<file path="src/rtl/qsm_pkg.sv">
// Shared types, constants and helper functions for the quadrotor stabiliser mixer.
package qsm_pkg;

   localparam int WORD_WIDTH = 32;
   localparam int FRAC_BITS  = 16;

   // Shared multiplier operand and result widths
   localparam int OP_A_W = WORD_WIDTH + 1;
   localparam int OP_B_W = FRAC_BITS + 2;
   localparam int PROD_W = OP_A_W + OP_B_W;
   localparam int MULQ_W = PROD_W - FRAC_BITS;

   // Intermediate sum widths
   localparam int ERR_W  = WORD_WIDTH + 2;
   localparam int BASE_W = WORD_WIDTH + 1;
   localparam int TERM_W = WORD_WIDTH + 2;
   localparam int SUM_W  = WORD_WIDTH + 5;

   localparam int CSR_INDEX_W = 3;
   localparam int CSR_DATA_W  = 32;

   localparam logic [CSR_INDEX_W-1:0] CSR_HOVER_THRUST    = 3'd0;
   localparam logic [CSR_INDEX_W-1:0] CSR_ALTITUDE_OFFSET = 3'd1;
   localparam logic [CSR_INDEX_W-1:0] CSR_VERTICAL_GAIN   = 3'd2;
   localparam logic [CSR_INDEX_W-1:0] CSR_ROLL_GAIN       = 3'd3;
   localparam logic [CSR_INDEX_W-1:0] CSR_PITCH_GAIN      = 3'd4;
   localparam logic [CSR_INDEX_W-1:0] CSR_ALTITUDE_STEP   = 3'd5;
   localparam logic [CSR_INDEX_W-1:0] CSR_PITCH_PUSH      = 3'd6;
   localparam logic [CSR_INDEX_W-1:0] CSR_YAW_PUSH        = 3'd7;

   localparam logic [1:0] BIN_LOW  = 2'd0;
   localparam logic [1:0] BIN_HIGH = 2'd2;

   localparam logic [30:0]        HOVER_THRUST_RST    = 31'd4489216;
   localparam logic signed [31:0] ALTITUDE_OFFSET_RST = 32'sd39322;
   localparam logic [30:0]        VERTICAL_GAIN_RST   = 31'd196608;
   localparam logic [30:0]        ROLL_GAIN_RST       = 31'd3276800;
   localparam logic [30:0]        PITCH_GAIN_RST      = 31'd1966080;
   localparam logic [16:0]        ALTITUDE_STEP_RST   = 17'd328;
   localparam logic [30:0]        PITCH_PUSH_RST      = 31'd131072;
   localparam logic [30:0]        YAW_PUSH_RST        = 31'd85197;
   localparam logic signed [WORD_WIDTH-1:0] TARGET_RST = WORD_WIDTH'(1 << FRAC_BITS);

   localparam logic signed [OP_B_W-1:0] GIMBAL_ROLL_K =
      OP_B_W'((115 * (1 << FRAC_BITS) + 500) / 1000);
   localparam logic signed [OP_B_W-1:0] GIMBAL_PITCH_K =
      OP_B_W'(((1 << FRAC_BITS) + 5) / 10);

   localparam logic signed [ERR_W-1:0] UNIT_HI = ERR_W'(1 << FRAC_BITS);
   localparam logic signed [ERR_W-1:0] UNIT_LO = -UNIT_HI;

   localparam logic signed [SUM_W-1:0] WORD_MAX =
      {{(SUM_W - WORD_WIDTH + 1){1'b0}}, {(WORD_WIDTH - 1){1'b1}}};
   localparam logic signed [SUM_W-1:0] WORD_MIN = ~WORD_MAX;

   typedef struct packed {
      logic signed [31:0] roll_angle;
      logic signed [31:0] pitch_angle;
      logic signed [31:0] altitude_now;
      logic signed [31:0] roll_rate;
      logic signed [31:0] pitch_rate;
      logic [1:0]         forward_bin;
      logic [1:0]         turn_bin;
      logic [1:0]         climb_bin;
   } req_payload_type;

   typedef struct packed {
      logic signed [31:0] front_left_speed;
      logic signed [31:0] front_right_speed;
      logic signed [31:0] rear_left_speed;
      logic signed [31:0] rear_right_speed;
      logic signed [31:0] gimbal_roll_position;
      logic signed [31:0] gimbal_pitch_position;
      logic signed [31:0] altitude_goal;
   } rsp_payload_type;

   // Terms handed from the sequencer to the mixer
   typedef struct packed {
      logic signed [BASE_W-1:0]     base;
      logic signed [TERM_W-1:0]     roll_term;
      logic signed [TERM_W-1:0]     pitch_term;
      logic signed [WORD_WIDTH-1:0] yaw_term;
      logic signed [MULQ_W-1:0]     gimbal_roll_prod;
      logic signed [MULQ_W-1:0]     gimbal_pitch_prod;
      logic signed [WORD_WIDTH-1:0] target;
   } mix_terms_type;

   typedef enum logic [9:0] {
      ST_IDLE   = 10'b00_0000_0001,
      ST_ERR    = 10'b00_0000_0010,
      ST_SQ     = 10'b00_0000_0100,
      ST_CUBE   = 10'b00_0000_1000,
      ST_VERT   = 10'b00_0001_0000,
      ST_ROLL   = 10'b00_0010_0000,
      ST_PITCH  = 10'b00_0100_0000,
      ST_GROLL  = 10'b00_1000_0000,
      ST_GPITCH = 10'b01_0000_0000,
      ST_MIX    = 10'b10_0000_0000
   } state_type;

   // Clamp to the range minus one to plus one
   function automatic logic signed [OP_B_W-1:0] clamp_unit(input logic signed [ERR_W-1:0] v);
      logic signed [ERR_W-1:0] c;
      c = v;
      if (v > UNIT_HI) begin
         c = UNIT_HI;
      end else if (v < UNIT_LO) begin
         c = UNIT_LO;
      end
      return c[OP_B_W-1:0];
   endfunction

   // Saturate to the signed word range
   function automatic logic signed [WORD_WIDTH-1:0] sat_word(input logic signed [SUM_W-1:0] v);
      logic signed [SUM_W-1:0] c;
      c = v;
      if (v > WORD_MAX) begin
         c = WORD_MAX;
      end else if (v < WORD_MIN) begin
         c = WORD_MIN;
      end
      return c[WORD_WIDTH-1:0];
   endfunction

endpackage

</file>
<file path="src/rtl/qsm_mul.sv">
// Shared signed multiplier with registered product and fraction-bit floor shift.
module qsm_mul (
   input  logic                                clock,
   input  logic                                load,
   input  logic signed [qsm_pkg::OP_A_W-1:0]   op_a,
   input  logic signed [qsm_pkg::OP_B_W-1:0]   op_b,
   output logic signed [qsm_pkg::MULQ_W-1:0]   prod_q
);
   import qsm_pkg::*;

   logic signed [PROD_W-1:0] prod_in;
   logic signed [PROD_W-1:0] prod_ff;

   assign prod_in = PROD_W'(op_a) * PROD_W'(op_b);

   // hold the product until the next issue
   always_ff @(posedge clock) begin
      if (load) begin
         prod_ff <= prod_in;
      end
   end

   // dropping the fraction bits of a two's complement value rounds toward minus infinity
   assign prod_q = prod_ff[PROD_W-1:FRAC_BITS];

endmodule

</file>
<file path="src/rtl/qsm_mix.sv">
// Motor mixer and output saturation for the quadrotor stabiliser.
module qsm_mix (
   input  qsm_pkg::mix_terms_type   terms,
   output qsm_pkg::rsp_payload_type result
);
   import qsm_pkg::*;

   logic signed [SUM_W-1:0] base_x;
   logic signed [SUM_W-1:0] roll_x;
   logic signed [SUM_W-1:0] pitch_x;
   logic signed [SUM_W-1:0] yaw_x;
   logic signed [SUM_W-1:0] fl_sum;
   logic signed [SUM_W-1:0] fr_sum;
   logic signed [SUM_W-1:0] rl_sum;
   logic signed [SUM_W-1:0] rr_sum;
   logic signed [SUM_W-1:0] groll_x;
   logic signed [SUM_W-1:0] gpitch_x;

   assign base_x  = SUM_W'(terms.base);
   assign roll_x  = SUM_W'(terms.roll_term);
   assign pitch_x = SUM_W'(terms.pitch_term);
   assign yaw_x   = SUM_W'(terms.yaw_term);

   assign fl_sum = base_x - roll_x + pitch_x - yaw_x;
   // front right and rear left spin the other way
   assign fr_sum = -(base_x + roll_x + pitch_x + yaw_x);
   assign rl_sum = -(base_x - roll_x - pitch_x + yaw_x);
   assign rr_sum = base_x + roll_x - pitch_x - yaw_x;

   assign groll_x  = -SUM_W'(terms.gimbal_roll_prod);
   assign gpitch_x = -SUM_W'(terms.gimbal_pitch_prod);

   always_comb begin
      result.front_left_speed      = sat_word(fl_sum);
      result.front_right_speed     = sat_word(fr_sum);
      result.rear_left_speed       = sat_word(rl_sum);
      result.rear_right_speed      = sat_word(rr_sum);
      result.gimbal_roll_position  = sat_word(groll_x);
      result.gimbal_pitch_position = sat_word(gpitch_x);
      result.altitude_goal         = terms.target;
   end

endmodule

</file>
<file path="src/rtl/quadrotor_stabilizer_mixer.sv">
// An accepted request runs eight sequencer steps and the mix before rsp_valid rises.
// A new request is taken only while the sequencer is idle, not while one is in flight or the
// mix waits on a stalled output; the seven products share the single 33x18 multiplier, three of them a dependent chain.
// A finished result waits in the output register; a new request is taken meanwhile.
// Reset (synchronous): target altitude 1.0, all settings to their defaults, no result held.
module quadrotor_stabilizer_mixer (
   input  logic                                   clock,
   input  logic                                   reset,
   input  logic                                   req_valid,
   output logic                                   req_stall,
   input  qsm_pkg::req_payload_type               req_data,
   output logic                                   rsp_valid,
   input  logic                                   rsp_stall,
   output qsm_pkg::rsp_payload_type               rsp_data,
   input  logic                                   csr_we,
   input  logic [qsm_pkg::CSR_INDEX_W-1:0]        csr_index,
   input  logic [qsm_pkg::CSR_DATA_W-1:0]         csr_wdata
);
   import qsm_pkg::*;

   // settings
   logic [30:0]        hover_thrust_ff;
   logic signed [31:0] altitude_offset_ff;
   logic [30:0]        vertical_gain_ff;
   logic [30:0]        roll_gain_ff;
   logic [30:0]        pitch_gain_ff;
   logic [16:0]        altitude_step_ff;
   logic [30:0]        pitch_push_ff;
   logic [30:0]        yaw_push_ff;

   state_type state_ff, state_in;

   logic signed [WORD_WIDTH-1:0] target_ff, target_in;
   logic signed [WORD_WIDTH-1:0] altitude_ff;
   logic signed [WORD_WIDTH-1:0] roll_rate_ff;
   logic signed [WORD_WIDTH-1:0] pitch_rate_ff;
   logic signed [OP_B_W-1:0]     roll_clamp_ff;
   logic signed [OP_B_W-1:0]     pitch_clamp_ff;
   logic signed [BASE_W-1:0]     pitch_bias_ff, pitch_bias_in;
   logic signed [WORD_WIDTH-1:0] yaw_ff, yaw_in;
   logic signed [OP_B_W-1:0]     err_ff;
   logic signed [BASE_W-1:0]     base_ff;
   logic signed [TERM_W-1:0]     roll_term_ff;
   logic signed [TERM_W-1:0]     pitch_term_ff;
   logic signed [MULQ_W-1:0]     gimbal_roll_ff;

   logic                         rsp_valid_ff;
   rsp_payload_type              rsp_data_ff;

   logic                         req_take;
   logic                         rsp_load;
   logic                         mul_load;
   logic signed [OP_A_W-1:0]     op_a;
   logic signed [OP_B_W-1:0]     op_b;
   logic signed [MULQ_W-1:0]     mul_q;
   logic signed [WORD_WIDTH-1:0] push_pitch;
   logic signed [SUM_W-1:0]      target_up;
   logic signed [SUM_W-1:0]      target_down;
   logic signed [ERR_W-1:0]      err_full;
   mix_terms_type                mix_terms;
   rsp_payload_type              mix_result;

   assign req_stall = (state_ff != ST_IDLE);
   assign req_take  = req_valid && !req_stall;
   assign rsp_load  = (state_ff == ST_MIX) && (!rsp_valid_ff || !rsp_stall);
   assign rsp_valid = rsp_valid_ff;
   assign rsp_data  = rsp_data_ff;

   // settings write port
   always_ff @(posedge clock) begin
      if (reset) begin
         hover_thrust_ff    <= HOVER_THRUST_RST;
         altitude_offset_ff <= ALTITUDE_OFFSET_RST;
         vertical_gain_ff   <= VERTICAL_GAIN_RST;
         roll_gain_ff       <= ROLL_GAIN_RST;
         pitch_gain_ff      <= PITCH_GAIN_RST;
         altitude_step_ff   <= ALTITUDE_STEP_RST;
         pitch_push_ff      <= PITCH_PUSH_RST;
         yaw_push_ff        <= YAW_PUSH_RST;
      end else if (csr_we) begin
         unique case (csr_index)
            CSR_HOVER_THRUST:    hover_thrust_ff    <= csr_wdata[30:0];
            CSR_ALTITUDE_OFFSET: altitude_offset_ff <= csr_wdata;
            CSR_VERTICAL_GAIN:   vertical_gain_ff   <= csr_wdata[30:0];
            CSR_ROLL_GAIN:       roll_gain_ff       <= csr_wdata[30:0];
            CSR_PITCH_GAIN:      pitch_gain_ff      <= csr_wdata[30:0];
            CSR_ALTITUDE_STEP:   altitude_step_ff   <= csr_wdata[16:0];
            CSR_PITCH_PUSH:      pitch_push_ff      <= csr_wdata[30:0];
            CSR_YAW_PUSH:        yaw_push_ff        <= csr_wdata[30:0];
            default: ;
         endcase
      end
   end

   // action bins: the first one that is not neutral acts
   assign target_up   = SUM_W'(target_ff) + $signed(SUM_W'(altitude_step_ff));
   assign target_down = SUM_W'(target_ff) - $signed(SUM_W'(altitude_step_ff));

   always_comb begin
      push_pitch = '0;
      yaw_in     = '0;
      target_in  = target_ff;
      if (req_data.forward_bin == BIN_HIGH) begin
         push_pitch = -$signed({1'b0, pitch_push_ff});
      end else if (req_data.forward_bin == BIN_LOW) begin
         push_pitch = $signed({1'b0, pitch_push_ff});
      end else if (req_data.turn_bin == BIN_HIGH) begin
         yaw_in = $signed({1'b0, yaw_push_ff});
      end else if (req_data.turn_bin == BIN_LOW) begin
         yaw_in = -$signed({1'b0, yaw_push_ff});
      end else if (req_data.climb_bin == BIN_HIGH) begin
         target_in = sat_word(target_up);
      end else if (req_data.climb_bin == BIN_LOW) begin
         target_in = sat_word(target_down);
      end
      pitch_bias_in = BASE_W'(req_data.pitch_rate) + BASE_W'(push_pitch);
   end

   always_ff @(posedge clock) begin
      if (reset) begin
         target_ff <= TARGET_RST;
      end else if (req_take) begin
         target_ff <= target_in;
      end
   end

   // latch the request
   always_ff @(posedge clock) begin
      if (req_take) begin
         altitude_ff    <= req_data.altitude_now;
         roll_rate_ff   <= req_data.roll_rate;
         pitch_rate_ff  <= req_data.pitch_rate;
         roll_clamp_ff  <= clamp_unit(ERR_W'(req_data.roll_angle));
         pitch_clamp_ff <= clamp_unit(ERR_W'(req_data.pitch_angle));
         pitch_bias_ff  <= pitch_bias_in;
         yaw_ff         <= yaw_in;
      end
   end

   // sequencer
   always_comb begin
      state_in = state_ff;
      unique case (state_ff)
         ST_IDLE:   if (req_take) state_in = ST_ERR;
         ST_ERR:    state_in = ST_SQ;
         ST_SQ:     state_in = ST_CUBE;
         ST_CUBE:   state_in = ST_VERT;
         ST_VERT:   state_in = ST_ROLL;
         ST_ROLL:   state_in = ST_PITCH;
         ST_PITCH:  state_in = ST_GROLL;
         ST_GROLL:  state_in = ST_GPITCH;
         ST_GPITCH: state_in = ST_MIX;
         ST_MIX:    if (rsp_load) state_in = ST_IDLE;
         default:   state_in = ST_IDLE;
      endcase
   end

   always_ff @(posedge clock) begin
      if (reset) begin
         state_ff <= ST_IDLE;
      end else begin
         state_ff <= state_in;
      end
   end

   // operand selection for the shared multiplier
   always_comb begin
      mul_load = 1'b1;
      op_a     = '0;
      op_b     = '0;
      unique case (state_ff)
         ST_SQ: begin
            op_a = OP_A_W'(err_ff);
            op_b = err_ff;
         end
         ST_CUBE: begin
            op_a = mul_q[OP_A_W-1:0];
            op_b = err_ff;
         end
         ST_VERT: begin
            op_a = $signed({2'b00, vertical_gain_ff});
            op_b = mul_q[OP_B_W-1:0];
         end
         ST_ROLL: begin
            op_a = $signed({2'b00, roll_gain_ff});
            op_b = roll_clamp_ff;
         end
         ST_PITCH: begin
            op_a = $signed({2'b00, pitch_gain_ff});
            op_b = pitch_clamp_ff;
         end
         ST_GROLL: begin
            op_a = OP_A_W'(roll_rate_ff);
            op_b = GIMBAL_ROLL_K;
         end
         ST_GPITCH: begin
            op_a = OP_A_W'(pitch_rate_ff);
            op_b = GIMBAL_PITCH_K;
         end
         default: mul_load = 1'b0;
      endcase
   end

   qsm_mul u_mul (
      .clock  (clock),
      .load   (mul_load),
      .op_a   (op_a),
      .op_b   (op_b),
      .prod_q (mul_q)
   );

   assign err_full = ERR_W'(target_ff) - ERR_W'(altitude_ff) + ERR_W'(altitude_offset_ff);

   // register the clamped error, and each mix term in the state after its product issues
   always_ff @(posedge clock) begin
      if (state_ff == ST_ERR) begin
         err_ff <= clamp_unit(err_full);
      end
      if (state_ff == ST_ROLL) begin
         base_ff <= $signed({2'b00, hover_thrust_ff}) + mul_q[BASE_W-1:0];
      end
      if (state_ff == ST_PITCH) begin
         roll_term_ff <= mul_q[TERM_W-1:0] + TERM_W'(roll_rate_ff);
      end
      if (state_ff == ST_GROLL) begin
         pitch_term_ff <= mul_q[TERM_W-1:0] + TERM_W'(pitch_bias_ff);
      end
      if (state_ff == ST_GPITCH) begin
         gimbal_roll_ff <= mul_q;
      end
   end

   always_comb begin
      mix_terms.base              = base_ff;
      mix_terms.roll_term         = roll_term_ff;
      mix_terms.pitch_term        = pitch_term_ff;
      mix_terms.yaw_term          = yaw_ff;
      mix_terms.gimbal_roll_prod  = gimbal_roll_ff;
      mix_terms.gimbal_pitch_prod = mul_q;
      mix_terms.target            = target_ff;
   end

   qsm_mix u_mix (
      .terms  (mix_terms),
      .result (mix_result)
   );

   // output register
   always_ff @(posedge clock) begin
      if (reset) begin
         rsp_valid_ff <= 1'b0;
      end else if (rsp_load) begin
         rsp_valid_ff <= 1'b1;
      end else if (!rsp_stall) begin
         rsp_valid_ff <= 1'b0;
      end
   end

   always_ff @(posedge clock) begin
      if (rsp_load) begin
         rsp_data_ff <= mix_result;
      end
   end

`ifndef SYNTHESIS
   a_state_onehot: assert property (@(posedge clock) disable iff (reset)
      $onehot(state_ff))
      else $error("sequencer state is not one-hot");

   a_take_starts: assert property (@(posedge clock) disable iff (reset)
      req_take |=> (state_ff == ST_ERR))
      else $error("accepted request did not start the sequence");

   a_rsp_from_mix: assert property (@(posedge clock) disable iff (reset)
      $rose(rsp_valid_ff) |-> $past(state_ff == ST_MIX))
      else $error("result appeared without the mix step");

   a_target_hold: assert property (@(posedge clock) disable iff (reset)
      !req_take |=> $stable(target_ff))
      else $error("target altitude changed without a request");
`endif

endmodule

</file>
<file path="config.mk">
export PLATFORM = sky130hd
export DESIGN_NAME = quadrotor_stabilizer_mixer
export DESIGN_NICKNAME = d
export VERILOG_FILES = /design/src/rtl/qsm_pkg.sv /design/src/rtl/qsm_mul.sv /design/src/rtl/qsm_mix.sv /design/src/rtl/quadrotor_stabilizer_mixer.sv
export SDC_FILE = /design/constraint.sdc
export NUM_CORES = 2
export LEC_CHECK = 0
export BUFFER_PORTS_ARGS = -buffer_cell sky130_fd_sc_hd__buf_2
export CORE_UTILIZATION = 48
export CTS_CLUSTER_SIZE = 24
export DETAILED_ROUTE_END_ITERATION = 12
export PLACE_DENSITY_LB_ADDON = 0.12
export SYNTH_ARGS = -nofsm -noshare
export SYNTH_HDL_FRONTEND = slang
export SYNTH_SLANG_ARGS = --single-unit
export TNS_END_PERCENT = 100
</file>
<file path="constraint.sdc">
create_clock -name clock -period 31.6 [get_ports clock]
set_input_delay 1.58 -clock clock [delete_from_list [all_inputs] [get_ports clock]]
set_output_delay 1.58 -clock clock [all_outputs]
set_load 0.02 [all_outputs]
</file>
==> results.tsv <==
metric	value	unit
status	finished, final reports clean	
Core Box Area	170000	sq um
Hold Path Sink	roll_gain_ff[24]	
Hold Crit Class	reg -> reg	
pwr dens	36.7	nW/um^2
largest net degree at the start of global routing	131	
Final GP Congestion	0.983	
busiest grt layer	met2	
Ports	432	
FILL cells	15887	
share of layout cells above drive strength 1	8.49	%
Max-cap violations	0	
WL/cell	23.2	um
Clock transition at path regs	90	ps
Lkg Pwr	37.9	nW
sequential power share	41.4	%
vias per inst	5.79	
Post-synth EDFFs	610	
Req. time, crit path	32190	ps
Worst R2R Path Depth	33	
Detail Route Antenna Nets	0	
Clock Tree Root	clkbuf_16	
post-synth net total	10643	
gr ovfl total	0	
setup_tns	0	ps
period utilization	35.4	%
Final nets	10894	
Layout area overhead	9.54	%
Starting Density	48.4	%
crit-path max cell delay	760	ps
initial antenna violation count	15	
Hold Path Origin	roll_gain_ff[24]	
Syn Area/Cell	9.04	sq um
DIE WIDTH	416	um
FF+latch count, synth	888	
Setup Buffers After CTS	0	
first-pass GRT wire length	408000	um
DP HPWL	214000	um
final setup fails	0	
Synth async-reset ratio	0	%
IO buf count	431	
synthesized cell area	82100	sq um
Non-Filler Instances	11644	
worst-path maximum fanout	32	
M2 GR Usage	51.5	%
TritonCTS sink count	888	
max_slew headroom	11.8	%
internal power	2.29	mW
count of cell types in the netlist	94	
Die Span Y	416	um
clk_lat worst skew	770	ps
slowest CP cell	and4b_1	
sw power	1.01	mW
delay-heaviest family, CP	simple AND/OR/NAND/NOR gates	
Switching Fraction	30.6	%
Layout Skew	82.2	ps
Crit Path Category	reg -> reg	
CTS Buf Count	99	
max-slew violations	0	
1st-iter DRT viols	5087	
Hold Fails Final Rpt	0	
grt met1 use	38.9	%
cts hold-fix bufs	0	
Hold Path Cell Cnt	2	
Buffers & Inverters on Critical Path	7	
die area	173000	sq um
DRC	0	
std cell rows	151	
combinational share of power	21.8	%
via count	67429	
post_cts resized	0	
Arrival @ worst endpoint	11770	ps
post-synthesis sequential area ratio	29.1	%
RSZ-0062 raised after global routing	no	
area leader, netlist	edfxtp_1	
Yosys warnings	0	
H-tree depth	3	
capture point of the worst reg-to-reg path	u_mul.prod_ff[49]	
R2R setup slack	20420	ps
vias in the first global route	67500	
CTS tree	built	
Placed Instances	11447	
Fmax achieved	89.4	MHz
final WL	270000	um
DR pass1 iterations	6	
Crit Reg-Reg Startpoint	state_ff[0]	
ranking of synthesized cells by area	edfxtp_1 22%, fa_1 16%, ha_1 11%	
crit start category	register	
synthesized instance count	9079	
VDD IR max	0.0434	mV
total track usage	31.0	%
Synth top area share	22.3	%
number of buffers on the longest clock path	3	
CP endpoint kind	register	
GRT met3 Usage	4.90	%
fin crit period	11180	ps
Clk pwr share	36.8	%
most used flip-flop cell after synthesis	edfxtp_1	
Slew @ Worst Pin	1320	ps
==> logic make-up (layout without fill, tap and decap cells) <==
group                      after synthesis  count (layout)  share of synthesized area, %
and+or+nand+nor                       2686            2686                          15.0
AOI/OAI and AO/OA                     2104            2104                          16.2
buffers and inverters                 1438            1772                          6.64
adders and majority gates             1358            1358                          26.6
DFF                                    888             888                          29.1
xor gates and xnor gates               588             588                          6.27
muxes                                   17              17                         0.213
other                                    0              13                             0
==> cell type report <==
type / count / area, sq um / share of cell area [%]
inverter: 1052 / 3960 / 4.40
clock inverter: 58 / 744 / 0.828
antenna: 13 / 32.5 / 0.0362
multi-input combinational: 6753 / 53000 / 58.9
tap: 2218 / 2780 / 3.09
timing repair buffer: 536 / 2950 / 3.28
sequential: 888 / 23900 / 26.5
clock buffer: 126 / 2630 / 2.92
==> worst max path at each step <==
stage	startpoint	end	slack [ps]	cells after the start
floorplan	rsp_stall	rsp_data[0]	18380	1
global placement	state_ff[0]	u_mul.prod_ff[49]	20740	33
detailed placement	state_ff[0]	u_mul.prod_ff[49]	20620	33
CTS	state_ff[0]	u_mul.prod_ff[49]	20570	33
global route	state_ff[0]	u_mul.prod_ff[49]	19780	33
finish	state_ff[0]	u_mul.prod_ff[49]	20420	33
==> metrics by stage <==
| step | util, % | worst slack (ps) | cell area (sq um) | total power [mW] | hold slack [ps] |
|---|---|---|---|---|---|
| 3_3_place_gp | 51.0 | 20740 | 86500 | 2.09 | 442 |
| 2_1_floorplan | - | 18380 | 82100 | 1.88 | 406 |
| 6_report | 53.0 | 20420 | 90000 | 3.30 | 454 |
| 3_5_place_dp | 51.0 | 20620 | 86500 | 2.10 | 446 |
| 4_1_cts | 53.0 | 20570 | 89900 | 3.32 | 454 |
| 5_1_grt | 53.0 | 19780 | 89900 | 3.43 | 473 |
==> power groups by stage <==
stage,Sequential (mW),Clock [mW],Combinational [mW]
after floorplan,1.38,0,0.493
after detailed placement,1.39,0,0.709
after global placement,1.39,0,0.700
after global routing,1.37,1.27,0.788
after CTS,1.37,1.24,0.714
final,1.37,1.21,0.719
==> state kept, by name, summed over array words and instances (netlist names), 33 cells and up <==
| signal | cells |
|---|---|
| base_ff | 33 |
| gimbal_roll_ff | 35 |
| pitch_bias_ff | 33 |
| pitch_term_ff | 34 |
| roll_term_ff | 34 |
| rsp_data | 224 |
| u_mul.prod_ff | 35 |
==> metal layers <==
metal | part of all wire [%] | vias to the layer above | wire, um
met1 | 41 | 32885 | 110000
met2 | 47 | 2374 | 126000
met3 | 6.8 | 545 | 18500
li1 | - | 31619 | -
met5 | 0.014 | - | 38
met4 | 5.7 | 6 | 15500
==> worst reg2reg max path: cells and delay by family (launching register included) <==
family	cells	cell delay [ps]
fa+ha+maj	7	3420
simple gates	12	4360
compound gates	7	2030
buf+inv	7	840
flops	1	350
==> layout by cell type (no fill, tap or decap), types with 37 or more instances in the layout <==
cell type and n:
nand3_1 133, a22oi_1 50, nand2_1 1130, fa_1 649, o31ai_1 43, and3_1 60
xnor2_1 375, dfxtp_1 278, xor2_1 213, o21bai_1 79, nor4_1 78, nand4_1 54
nor3_1 132, inv_1 1050, nand2b_1 106, a31oi_1 68, a21oi_1 736, buf_2 430
edfxtp_1 610, ha_1 709, a211oi_1 52, o21a_1 65, and2_1 37, o21ai_0 422
buf_4 105, nor2_1 625, or3_1 56, a21o_1 242, clkbuf_16 100, nor2b_1 116
==> synthesized netlist by cell type (all sizes together), types with 21 or more instances <==
master  instances
o41ai          21
nor3b          21
a211oi         52
nor2b         116
o21a           65
ha            709
or4            24
a22oi          50
a221oi         21
nor2          633
nand4          54
buf            25
a31oi          68
clkbuf        361
nand3         135
edfxtp        610
nand2        1130
a221o          27
a21oi         739
nor3          136
a21o          242
a222oi         35
and3           62
and2           37
o31ai          43
o21bai         79
nand2b        107
o211ai         29
o21ai         439
fa            649
dfxtp         278
a211o          23
xor2          213
nand3b         35
or2            28
xnor2         375
or3            57
inv          1051
nor4           81
No activity file was read; power rests on OpenSTA's default activity.
